File: config.mk
export PLATFORM = sky130hd
export DESIGN_NAME = lcd_mode_timing_sequencer_core
export DESIGN_NICKNAME = d
export VERILOG_FILES = /design/src/design/lmts_pkg.sv /design/src/design/lmts_cfg_regs.sv /design/src/design/lmts_seq.sv /design/src/design/lcd_mode_timing_sequencer_core.sv
export SDC_FILE = /design/constraint.sdc
export NUM_CORES = 1
export LEC_CHECK = 0
export BUFFER_PORTS_ARGS = -buffer_cell sky130_fd_sc_hd__buf_4
export CORE_ASPECT_RATIO = 0.9
export CORE_UTILIZATION = 55
export DETAILED_ROUTE_END_ITERATION = 16
export GPL_TIMING_DRIVEN = 0
export PLACE_DENSITY = 0.89
export SYNTH_ARGS = -nofsm -noshare
export SYNTH_HDL_FRONTEND = slang
export SYNTH_SLANG_ARGS = --single-unit
File: constraint.sdc
create_clock -name clk -period 4.1 [get_ports clk]
set_input_delay 0.82 -clock clk [delete_from_list [all_inputs] [get_ports clk]]
set_output_delay 0.82 -clock clk [all_outputs]
set_load 0.01 [all_outputs]
File: src/design/lmts_pkg.sv
`timescale 1ns / 1ps
// ----------------------------------------------------------------------------
// lmts_pkg
// Types and constants shared by the LCD mode timing sequencer modules.
// ----------------------------------------------------------------------------
package lmts_pkg;

	// Display modes as reported on the mode output.
	typedef enum logic [1:0] {
		MODE_HBLANK = 2'd0,
		MODE_VBLANK = 2'd1,
		MODE_OAM    = 2'd2,
		MODE_XFER   = 2'd3
	} mode_t;

	// Input word function codes; the remaining code is ignored.
	localparam logic [1:0] FUNC_TICK    = 2'd0;
	localparam logic [1:0] FUNC_ENABLE  = 2'd1;
	localparam logic [1:0] FUNC_DISABLE = 2'd2;

	// Register indexes on the configuration port.
	localparam logic [2:0] REG_IRQ_OAM   = 3'd0;
	localparam logic [2:0] REG_IRQ_HBL   = 3'd1;
	localparam logic [2:0] REG_IRQ_VBL   = 3'd2;
	localparam logic [2:0] REG_IRQ_LINE  = 3'd3;
	localparam logic [2:0] REG_LINE_CMP  = 3'd4;

	// Line and tick constants.
	localparam logic [7:0] LAST_VISIBLE = 8'd143;
	localparam logic [7:0] FIRST_VBLANK = 8'd144;
	localparam logic [7:0] LAST_LINE    = 8'd153;
	localparam logic [8:0] TICKS_OAM    = 9'd80;
	localparam logic [8:0] TICKS_XFER   = 9'd172;
	localparam logic [8:0] TICKS_HBLANK = 9'd204;
	localparam logic [8:0] TICKS_LINE   = 9'd456;

	// Configuration seen by the sequencer.
	typedef struct packed {
		logic       irq_on_oam_search;
		logic       irq_on_hblank;
		logic       irq_on_vblank;
		logic       irq_on_line_match;
		logic [7:0] line_compare;
	} cfg_t;

	// One input word.
	typedef struct packed {
		logic [1:0] func;
		logic       hdma_on;
		logic       hdma_blocks_left;
		logic       general_dma_busy;
	} item_t;

	// One result word.
	typedef struct packed {
		mode_t      mode;
		logic [7:0] line;
		logic       display_on;
		logic       vblank_irq;
		logic       stat_irq;
		logic       hdma_request;
		logic       render_line;
	} result_t;

endpackage

File: src/design/lmts_cfg_regs.sv
`timescale 1ns / 1ps
// ----------------------------------------------------------------------------
// lmts_cfg_regs
// APB-style configuration registers: interrupt source enables and the line
// compare value, with read back.
// ----------------------------------------------------------------------------
module lmts_cfg_regs import lmts_pkg::*; (
	input  logic        clk,
	input  logic        arst_n,
	input  logic        psel,
	input  logic        penable,
	input  logic        pwrite,
	input  logic [4:0]  paddr,
	input  logic [31:0] pwdata,
	output logic [31:0] prdata,
	output logic        pready,
	output cfg_t        cfg
);

	cfg_t       cfg_q;
	logic       wr_en;
	logic [2:0] reg_idx;

	assign pready  = 1'b1;
	assign wr_en   = psel & penable & pwrite;
	assign reg_idx = paddr[4:2];
	assign cfg     = cfg_q;

	// Register write; indexes beyond the list are ignored.
	always_ff @(posedge clk or negedge arst_n) begin
		if (!arst_n) begin
			cfg_q <= '0;
		end else if (wr_en) begin
			unique case (reg_idx)
				REG_IRQ_OAM:  cfg_q.irq_on_oam_search <= pwdata[0];
				REG_IRQ_HBL:  cfg_q.irq_on_hblank     <= pwdata[0];
				REG_IRQ_VBL:  cfg_q.irq_on_vblank     <= pwdata[0];
				REG_IRQ_LINE: cfg_q.irq_on_line_match <= pwdata[0];
				REG_LINE_CMP: cfg_q.line_compare      <= pwdata[7:0];
				default: ;
			endcase
		end
	end

	// Read back.
	always_comb begin
		prdata = '0;
		unique case (reg_idx)
			REG_IRQ_OAM:  prdata[0]   = cfg_q.irq_on_oam_search;
			REG_IRQ_HBL:  prdata[0]   = cfg_q.irq_on_hblank;
			REG_IRQ_VBL:  prdata[0]   = cfg_q.irq_on_vblank;
			REG_IRQ_LINE: prdata[0]   = cfg_q.irq_on_line_match;
			REG_LINE_CMP: prdata[7:0] = cfg_q.line_compare;
			default: ;
		endcase
	end

endmodule

File: src/design/lmts_seq.sv
`timescale 1ns / 1ps
// ----------------------------------------------------------------------------
// lmts_seq
// Mode sequencer state and its update per accepted word: mode, pending mode,
// line counter and tick countdown, with the status word and event pulses of
// the step.
// ----------------------------------------------------------------------------
module lmts_seq import lmts_pkg::*; (
	input  logic    clk,
	input  logic    arst_n,
	input  logic    step,
	input  item_t   item,
	input  cfg_t    cfg,
	output result_t result
);

	logic       enabled_q,  enabled_d;
	mode_t      cur_q,      cur_d;
	mode_t      pend_q,     pend_d;
	logic [7:0] line_q,     line_d;
	logic [8:0] ticks_q,    ticks_d;
	logic [7:0] line_inc;

	assign line_inc = line_q + 8'd1;

	// State registers, updated once per accepted word.
	always_ff @(posedge clk or negedge arst_n) begin
		if (!arst_n) begin
			enabled_q <= 1'b0;
			cur_q     <= MODE_HBLANK;
			pend_q    <= MODE_XFER;
			line_q    <= '0;
			ticks_q   <= '0;
		end else if (step) begin
			enabled_q <= enabled_d;
			cur_q     <= cur_d;
			pend_q    <= pend_d;
			line_q    <= line_d;
			ticks_q   <= ticks_d;
		end
	end

	// Next state and pulses for one input word.
	always_comb begin
		enabled_d           = enabled_q;
		cur_d               = cur_q;
		pend_d              = pend_q;
		line_d              = line_q;
		ticks_d             = ticks_q;
		result.vblank_irq   = 1'b0;
		result.stat_irq     = 1'b0;
		result.hdma_request = 1'b0;
		result.render_line  = 1'b0;
		case (item.func)
			FUNC_ENABLE: begin
				if (!enabled_q) begin
					enabled_d = 1'b1;
					line_d    = '0;
					cur_d     = MODE_OAM;
					pend_d    = MODE_XFER;
					ticks_d   = TICKS_OAM;
				end
			end
			FUNC_DISABLE: begin
				if (enabled_q) begin
					enabled_d = 1'b0;
					cur_d     = MODE_HBLANK;
					line_d    = '0;
				end
			end
			FUNC_TICK: begin
				if (enabled_q) begin
					if (ticks_q > 9'd1) begin
						ticks_d = ticks_q - 9'd1;
					end else begin
						cur_d = pend_q;
						case (pend_q)
							MODE_OAM: begin
								line_d = (line_inc > LAST_VISIBLE) ? 8'd0 : line_inc;
								result.stat_irq = cfg.irq_on_oam_search |
									(cfg.irq_on_line_match &&
									 line_d == cfg.line_compare);
								pend_d  = MODE_XFER;
								ticks_d = TICKS_OAM;
							end
							MODE_XFER: begin
								pend_d  = MODE_HBLANK;
								ticks_d = TICKS_XFER;
							end
							MODE_HBLANK: begin
								result.render_line  = 1'b1;
								result.hdma_request = item.hdma_on & item.hdma_blocks_left &
									~item.general_dma_busy;
								result.stat_irq     = cfg.irq_on_hblank;
								pend_d  = (line_q == LAST_VISIBLE) ? MODE_VBLANK : MODE_OAM;
								ticks_d = TICKS_HBLANK;
							end
							default: begin
								line_d  = line_inc;
								pend_d  = (line_inc == LAST_LINE) ? MODE_OAM : MODE_VBLANK;
								ticks_d = TICKS_LINE;
								result.vblank_irq = (line_inc == FIRST_VBLANK);
								result.stat_irq   = (cfg.irq_on_line_match &&
									line_inc == cfg.line_compare) ||
									(cfg.irq_on_vblank && line_inc == FIRST_VBLANK);
							end
						endcase
					end
				end
			end
			default: ;
		endcase
		result.mode       = cur_d;
		result.line       = line_d;
		result.display_on = enabled_d;
	end

endmodule

File: src/design/lcd_mode_timing_sequencer_core.sv
`timescale 1ns / 1ps
// ----------------------------------------------------------------------------
// lcd_mode_timing_sequencer_core
// LCD mode timing sequencer: steps OAM search, pixel transfer, hblank and
// vblank per dot-clock tick and reports mode, line and event pulses.
// ----------------------------------------------------------------------------
// The block takes one input word per clock cycle while the output side is
// not stalled, and returns exactly one result word for each. A word is held
// in an input register, the sequencer state is updated from it, and the
// result lands in an output register; the throughput of one word per cycle
// is set by that state update, made straight from the input register.
// Configuration registers are to be written over the APB-style port only
// while no word is in flight; the user must ensure this, the block does not.
module lcd_mode_timing_sequencer_core import lmts_pkg::*; (
	input  logic        clk,
	input  logic        arst_n,
	// Configuration port
	input  logic        psel,
	input  logic        penable,
	input  logic        pwrite,
	input  logic [4:0]  paddr,
	input  logic [31:0] pwdata,
	output logic [31:0] prdata,
	output logic        pready,
	// Input words
	input  logic        item_valid,
	output logic        item_stall,
	input  logic [1:0]  func,
	input  logic        hdma_on,
	input  logic        hdma_blocks_left,
	input  logic        general_dma_busy,
	// Result words
	output logic        result_valid,
	input  logic        result_stall,
	output logic [1:0]  mode,
	output logic [7:0]  line,
	output logic        display_on,
	output logic        vblank_irq,
	output logic        stat_irq,
	output logic        hdma_request,
	output logic        render_line
);

	cfg_t    cfg;
	logic    valid_s1;
	item_t   item_s1;
	logic    valid_s2;
	result_t result_s2;
	result_t result_nx;
	logic    advance;
	logic    load_s1;

	lmts_cfg_regs u_cfg (
		.clk     (clk),
		.arst_n  (arst_n),
		.psel    (psel),
		.penable (penable),
		.pwrite  (pwrite),
		.paddr   (paddr),
		.pwdata  (pwdata),
		.prdata  (prdata),
		.pready  (pready),
		.cfg     (cfg)
	);

	// Pipeline flow: the stage-one word moves on when the output is free.
	assign advance    = valid_s1 & (~valid_s2 | ~result_stall);
	assign item_stall = valid_s1 & ~advance;
	assign load_s1    = item_valid & ~item_stall;

	// Input register.
	always_ff @(posedge clk or negedge arst_n) begin
		if (!arst_n) begin
			valid_s1 <= 1'b0;
		end else if (load_s1 || advance) begin
			valid_s1 <= load_s1;
		end
	end

	always_ff @(posedge clk) begin
		if (load_s1) begin
			item_s1.func             <= func;
			item_s1.hdma_on          <= hdma_on;
			item_s1.hdma_blocks_left <= hdma_blocks_left;
			item_s1.general_dma_busy <= general_dma_busy;
		end
	end

	lmts_seq u_seq (
		.clk    (clk),
		.arst_n (arst_n),
		.step   (advance),
		.item   (item_s1),
		.cfg    (cfg),
		.result (result_nx)
	);

	// Output register.
	always_ff @(posedge clk or negedge arst_n) begin
		if (!arst_n) begin
			valid_s2 <= 1'b0;
		end else if (advance) begin
			valid_s2 <= 1'b1;
		end else if (!result_stall) begin
			valid_s2 <= 1'b0;
		end
	end

	always_ff @(posedge clk) begin
		if (advance) begin
			result_s2 <= result_nx;
		end
	end

	assign result_valid = valid_s2;
	assign mode         = result_s2.mode;
	assign line         = result_s2.line;
	assign display_on   = result_s2.display_on;
	assign vblank_irq   = result_s2.vblank_irq;
	assign stat_irq     = result_s2.stat_irq;
	assign hdma_request = result_s2.hdma_request;
	assign render_line  = result_s2.render_line;

endmodule

* Yosys cells after proc, flatten, opt, wreduce, memory -nomap -nowiden
Index checks and enable logic that the tools add are counted.
** Cells by class
- Add/subtract/negate cells :: 2
- $lt $le $gt $ge :: 2
- Equality and inequality tests :: 17
- Mux-type cells :: 31
- Bitwise gates (word level) :: 17
- Reductions and logical operators :: 20
** Operators with widths (number)
- $mux W8 :: 5
- $mux W9 :: 3
- $pmux W9 S3 :: 1
- $eq A8 B8 Y1 const B :: 3
- $pmux W8 S3 :: 1
- $mux W2 :: 9
- $pmux W9 S2 :: 1
- $eq A8 B8 Y1 :: 2
- $pmux W8 S2 :: 1
- $pmux W2 S3 :: 2
- $reduce_and A2 Y1 :: 5
- $gt A9 B1 Y1 const B :: 1
- $sub A9 B1 Y9 const B :: 1
- $add A8 B1 Y8 const B :: 1
- $gt A8 B8 Y1 const B :: 1
- $not A1 Y1 :: 8
- $and A1 B1 Y1 :: 7
- $mux W7 :: 1
- $eq A2 B2 Y1 const B :: 3
- $eq A3 B2 Y1 const B :: 2
- $reduce_or A6 Y1 :: 1
- $pmux W1 S5 :: 1
- $reduce_and A5 Y1 :: 1
- $logic_not A2 Y1 :: 2
- 18 further kinds :: 26
** Storage, ports and cells
- Flip-flop bits (word level) :: 56
- Input bits :: 49
- Output and inout bits :: 50
- Word-level logic and storage cells :: 112

* Logic depth before layout (Yosys ltp)
- Word-level depth :: 8
- Mapped depth :: 10
- Gate-level depth less buffers :: 9

* By module
A second synthesis with hierarchy kept.
** Unflattened totals
- Cells, all modules :: 417
- Area total of the unflattened synthesis :: 3996.3 um^2
** By module, submodules not included
- lmts_seq :: times used 1, cells an instance 318, area each 2464.9 um^2, sequential area each 553.0 um^2
- lmts_cfg_regs :: times used 1, cells an instance 71, area each 838.3 um^2, sequential area each 300.3 um^2
- lcd_mode_timing_sequencer_core :: times used 1, cells an instance 28, area each 693.2 um^2, sequential area each 650.6 um^2

* Worst setup path before layout
No wires, ideal clock.
- Path kind :: reg-to-reg
- Start :: reg u_seq.line_q[1]
- End :: reg result_s2 (netlist bit stat_irq) (data pin)
- Setup time :: 0.158 ns
- Arrival time :: 2.288 ns
- Setup slack :: 1.654 ns
- Cell stages (with the launch flop) :: 11
- Clock period less this slack :: 2.446 ns
- Cells stage by stage :: dfrtp_1 > ha_1 > buf_2 > and3_1 > clkbuf_1 > nor2_1 > a211o_1 > or4_1 > nand2_1 > nand4_1 > a211oi_2
** On the way
- Longest elaborated chain between the ends :: 7
- Elaborated cells on any way between the ends :: 12
- Classes of those cells :: add/sub (1); order compare (1); eq/ne (3); mux (2); bitwise (1); reduce/logical (4)
** Ends and longest elaborated chain
- start: declaration :: line lmts_seq.sv:20 : logic [7:0] line_q, line_d;
- start signal: assignment :: line lmts_seq.sv:38 : line_q <= line_d;
- $add A8 B1 Y8 * :: line lmts_seq.sv:24 : assign line_inc = line_q + 8'd1;
- $gt A8 B8 Y1 :: line lmts_seq.sv:79 : line_d = (line_inc > LAST_VISIBLE) ? 8'd0 : line_inc;
- $mux W8 :: line lmts_seq.sv:79
- $eq A8 B8 Y1 :: line lmts_seq.sv:82 : line_d == cfg.line_compare);
- $logic_and A1 B1 Y1 :: line lmts_seq.sv:81 : (cfg.irq_on_line_match &&
- $or A1 B1 Y1 :: line lmts_seq.sv:80 : result.stat_irq = cfg.irq_on_oam_search |
- $pmux W1 S3 * :: line lmts_seq.sv:77 : case (pend_q)
- end signal: assignment :: line lcd_mode_timing_sequencer_core.sv:111 : result_s2 <= result_nx;
- end: declaration :: line lcd_mode_timing_sequencer_core.sv:48 : result_t result_s2;
Mark *: on every way between the ends. The rest lies on a longest branch, timed or not.
A chain may end at the register's enable or synchronous reset.

==> impl_table.tex <==
\begin{tabular}{lr}
\hline
Metric & Value \\
\hline
\multicolumn{2}{l}{\textbf{Status}} \\
Result of the run & complete, no violations \\
\multicolumn{2}{l}{\textbf{Die}} \\
Die outline height & about 80 um \\
Core Footprint & 6280 um2 \\
Effective utilization at floorplan & 0.584 \\
Horiz. Die Dim & $\sim$88 um \\
Placement row count & 27 \\
Ports & 99 \\
Area of the die & about 7000 um2 \\
\multicolumn{2}{l}{\textbf{Clocking}} \\
Clock tree from TritonCTS & yes \\
Num CTS Buffers & 5 \\
Clock transition at path regs & 100 ps \\
CTS-repair resized insts & 0 \\
Master cell of the clock root buffer & sky130\_fd\_sc\_hd\_\_clkbuf\_8 \\
Clock sink total & 56 \\
Hold-fix buffers, CTS & 0 \\
Worst skew pair latency & approximately 310 ps \\
CTS H-tree lvls & 2 \\
Post-CTS setup buffer count & 0 \\
Number of buffers between clock root and the deepest sink & 2 \\
\multicolumn{2}{l}{\textbf{Routing}} \\
Total number of vias & $\sim$3.2k \\
Detailed-routing iteration count for the pre-antenna-repair pass & 5 \\
Vias/cell & 5.67 \\
Post-detailed-route DRC marker count & 0 \\
Wirelength, routed & approximately 8300 um \\
WL/cell & 14.9 um \\
Number of routed nets with antenna violations & 0 \\
Drt initial violations & 240 \\
\multicolumn{2}{l}{\textbf{Setup path}} \\
Worst path arrival time & 2980 ps \\
Critical path capture point type & flip-flop \\
Reg-to-Reg End & line[1]\$\_DFFE\_PP\_ \\
Category of the critical setup timing path & flip-flop to flip-flop \\
Reg-to-reg slack, setup & 1190 ps \\
Critical Path Start Type & flip-flop \\
Critical-path maximum fanout & 10 \\
Required time reported for the critical path endpoint & 4170 ps \\
Worst Reg2Reg Path Length in Cells & 9 \\
Worst reg2reg path startpoint & u\_seq.line\_q[1]\$\_DFFE\_PN0P\_ \\
\multicolumn{2}{l}{\textbf{Layout}} \\
Signed area change from the synthesized netlist to the final layout & 17.9\% \\
Final instance area & 4330 um2 \\
Ant diodes & 0 \\
Final cell count without fillers & 558 \\
Core occupancy in the finished layout & 0.688 \\
Net total in the final layout & around 530 \\
Share of final-layout standard cells stronger than drive strength 1 & 0.234 \\
\multicolumn{2}{l}{\textbf{Logic synthesis}} \\
EDFF count, synth & 20 \\
Number of cells produced by synthesis & approximately 390 \\
Mean cell area of the mapped netlist & 9.34 um2 \\
Async S/R FF share, synth & 0.643 \\
Number of distinct library cells after synthesis & 66 \\
Cell area after synthesis & 3670 um2 \\
Yosys Warn Count & 0 \\
Post-synth top flop & sky130\_fd\_sc\_hd\_\_dfrtp\_1 \\
Sequential element share of the synthesized area & 0.410 \\
Seq cells post-synth & 56 \\
\multicolumn{2}{l}{\textbf{Hold path}} \\
Type of the most critical hold path & input pin to async pin \\
\multicolumn{2}{l}{\textbf{Global route}} \\
Overflow left after global routing & 0 \\
Via count of the first global-routing pass & roughly 3.0k \\
Global-route wire length before repair & 13,800 um \\
Number of antenna violations at the first check in global routing & 0 \\
GRT Overall Usage & 0.253 \\
Maximum number of pins on one net before global-route repair & 37 \\
\multicolumn{2}{l}{\textbf{Timing}} \\
Final critical path time including I/O delays and setup & a little under 3000 ps \\
Clock Skew & roughly 7.9 ps \\
Max transition margin & 0.157 \\
Fmax & $\sim$0.34 GHz \\
\# setup viols final & 0 \\
Final count of hold timing violations & 0 \\
Period utilisation layout & 0.710 \\
Final count of pins violating max slew & 0 \\
Post-route setup TNS & 0 ps \\
RSZ-0062 raised after global routing & false \\
Slew @ Worst Pin & 1260 ps \\
\multicolumn{2}{l}{\textbf{Placed design}} \\
IO Port Bufs & 47 \\
Routability congestion estimate from global placement & between 0.9 and 1 \\
Placed cell areas & 4220 um2 \\
Placed insts & 550 \\
Total half-perimeter wirelength after legalization and detailed placement & 6250 um \\
\multicolumn{2}{l}{\textbf{Power}} \\
Worst vdd ir & 0.000284 V \\
Power after layout & 1.66 mW \\
Pleak & 1.99 nW \\
Power density normalized to cell area & 383 nW/um2 \\
\multicolumn{2}{l}{\textbf{Run}} \\
Max-capacitance violation count & 0 \\
\hline
\end{tabular}
==> final cells by class <==
cell class                      count  area, um2
Clock inverter                      2       35.0
Sequential cell                    56       1500
Clock buffer                        6       72.6
Buffer                             42        274
Inverter                           19       71.3
Timing Repair Buffer               47        353
Fill cell                         535       1960
Tap cell                           87        109
Multi-Input combinational cell    299       1910
==> placed cells by master, fill, tap and decap left out, types with 13 or more instances in the layout <==
cell type / count
sky130_fd_sc_hd__a21oi_1: 14
sky130_fd_sc_hd__buf_4: 75
sky130_fd_sc_hd__conb_1: 25
sky130_fd_sc_hd__dfrtp_1: 34
sky130_fd_sc_hd__edfxtp_1: 20
sky130_fd_sc_hd__ha_1: 14
sky130_fd_sc_hd__inv_1: 19
sky130_fd_sc_hd__mux2_2: 13
sky130_fd_sc_hd__nand2_1: 42
sky130_fd_sc_hd__nor2_1: 28
sky130_fd_sc_hd__o21ai_0: 34
==> sequential cells by signal, summed over array words and instances, names as in the netlist, 2 cells and up <==
register / cells
u_seq.cur_q: 2
line: 8
u_seq.ticks_q: 9
item_s1: 5
mode: 2
u_cfg.cfg: 12
u_seq.pend_q: 2
u_seq.line_q: 8
==> report_power, final <==
group          leakage [nW]  switching, mW  internal [mW]
clock network        0.0552          0.179          0.182
registers             0.658          0.104          0.672
logic                  1.28          0.293          0.227
==> worst max path at each step <==
stage | start | slack, ps | to | depth (start not counted)
5_1_grt | u_seq.line_q[1]$_DFFE_PN0P_ | 1100 | line[2]$_DFFE_PP_ | 10
6_report | u_seq.line_q[1]$_DFFE_PN0P_ | 1190 | line[1]$_DFFE_PP_ | 9
3_5_place_dp | u_seq.line_q[1]$_DFFE_PN0P_ | 1270 | line[1]$_DFFE_PP_ | 9
2_1_floorplan | u_seq.line_q[1]$_DFFE_PN0P_ | 1650 | stat_irq$_SDFFCE_PP0P_ | 10
4_1_cts | u_seq.line_q[1]$_DFFE_PN0P_ | 1250 | line[1]$_DFFE_PP_ | 9
3_3_place_gp | result_stall | 1280 | u_seq.ticks_q[7]$_DFFE_PN0P_ | 7
==> critical path: stages (launching register included) <==
cell and delay [ps]:
sky130_fd_sc_hd__dfrtp_1 520, sky130_fd_sc_hd__ha_1 200, sky130_fd_sc_hd__buf_2 210, sky130_fd_sc_hd__and3_1 180
sky130_fd_sc_hd__clkbuf_1 240, sky130_fd_sc_hd__nor2_1 70, sky130_fd_sc_hd__a211o_1 410, sky130_fd_sc_hd__o21ai_0 350
sky130_fd_sc_hd__a21oi_1 220, sky130_fd_sc_hd__a22o_1 280
==> metrics by stage <==
step	hold WS, ps	worst slack (ps)
floorplan	447	1650
global placement	467	1280
detailed placement	473	1270
CTS	478	1250
global route	494	1100
finish	460	1190
==> metal layers <==
metal / share of wire / routed length, um / track usage / vias to the layer above
li1: - / - / - / 1513
met1: 0.44 / 3670 / 0.338 / 1510
met2: 0.49 / 4100 / 0.421 / 130
met3: 0.056 / 465 / 0.0372 / 10
met4: 0.010 / 86 / 0.0823 / 0
met5: 0 / 0 / 0 / -
==> synthesized netlist by cell type (3+ instances only) <==
library cell	count	share of area
sky130_fd_sc_hd__inv_1	19	0.019
sky130_fd_sc_hd__xnor2_1	8	0.019
sky130_fd_sc_hd__ha_1	14	0.048
sky130_fd_sc_hd__nand3_1	12	0.016
sky130_fd_sc_hd__xor2_1	4	0.0095
sky130_fd_sc_hd__buf_2	3	0.0041
sky130_fd_sc_hd__and2_1	4	0.0068
sky130_fd_sc_hd__dfrtp_1	34	0.23
sky130_fd_sc_hd__nand2b_1	3	0.0051
sky130_fd_sc_hd__a21oi_1	14	0.019
sky130_fd_sc_hd__or3_1	5	0.0085
sky130_fd_sc_hd__a21o_1	4	0.0082
sky130_fd_sc_hd__nor2_1	28	0.029
sky130_fd_sc_hd__nand2_1	42	0.043
sky130_fd_sc_hd__nor3b_1	3	0.0061
sky130_fd_sc_hd__edfxtp_1	20	0.16
sky130_fd_sc_hd__nand4b_1	3	0.0072
sky130_fd_sc_hd__or4_1	3	0.0061
sky130_fd_sc_hd__clkbuf_1	9	0.0092
sky130_fd_sc_hd__buf_4	28	0.057
sky130_fd_sc_hd__mux2_2	13	0.040
sky130_fd_sc_hd__and3_1	12	0.020
sky130_fd_sc_hd__mux2i_1	3	0.0082
sky130_fd_sc_hd__a32o_1	3	0.0082
sky130_fd_sc_hd__o21ai_0	34	0.046
sky130_fd_sc_hd__nor3_1	5	0.0068
sky130_fd_sc_hd__a31oi_1	5	0.0085
sky130_fd_sc_hd__a22o_1	4	0.0095
sky130_fd_sc_hd__nand4_1	3	0.0051
sky130_fd_sc_hd__nor2b_1	3	0.0051
sky130_fd_sc_hd__nor4_1	3	0.0051
==> cell families after synthesis <==
logic type / after synthesis / synth area share
buffers and inverters: 61 / 0.0941
AO/OA/AOI/OAI: 92 / 0.165
adder cells (fa/ha/maj): 14 / 0.0477
other: 2 / 0.00205
multiplexers: 17 / 0.0542
AND/OR/NAND/NOR: 139 / 0.198
flip-flops: 56 / 0.410
XOR/XNOR: 12 / 0.0286
Power figures use the tool's default switching activity.
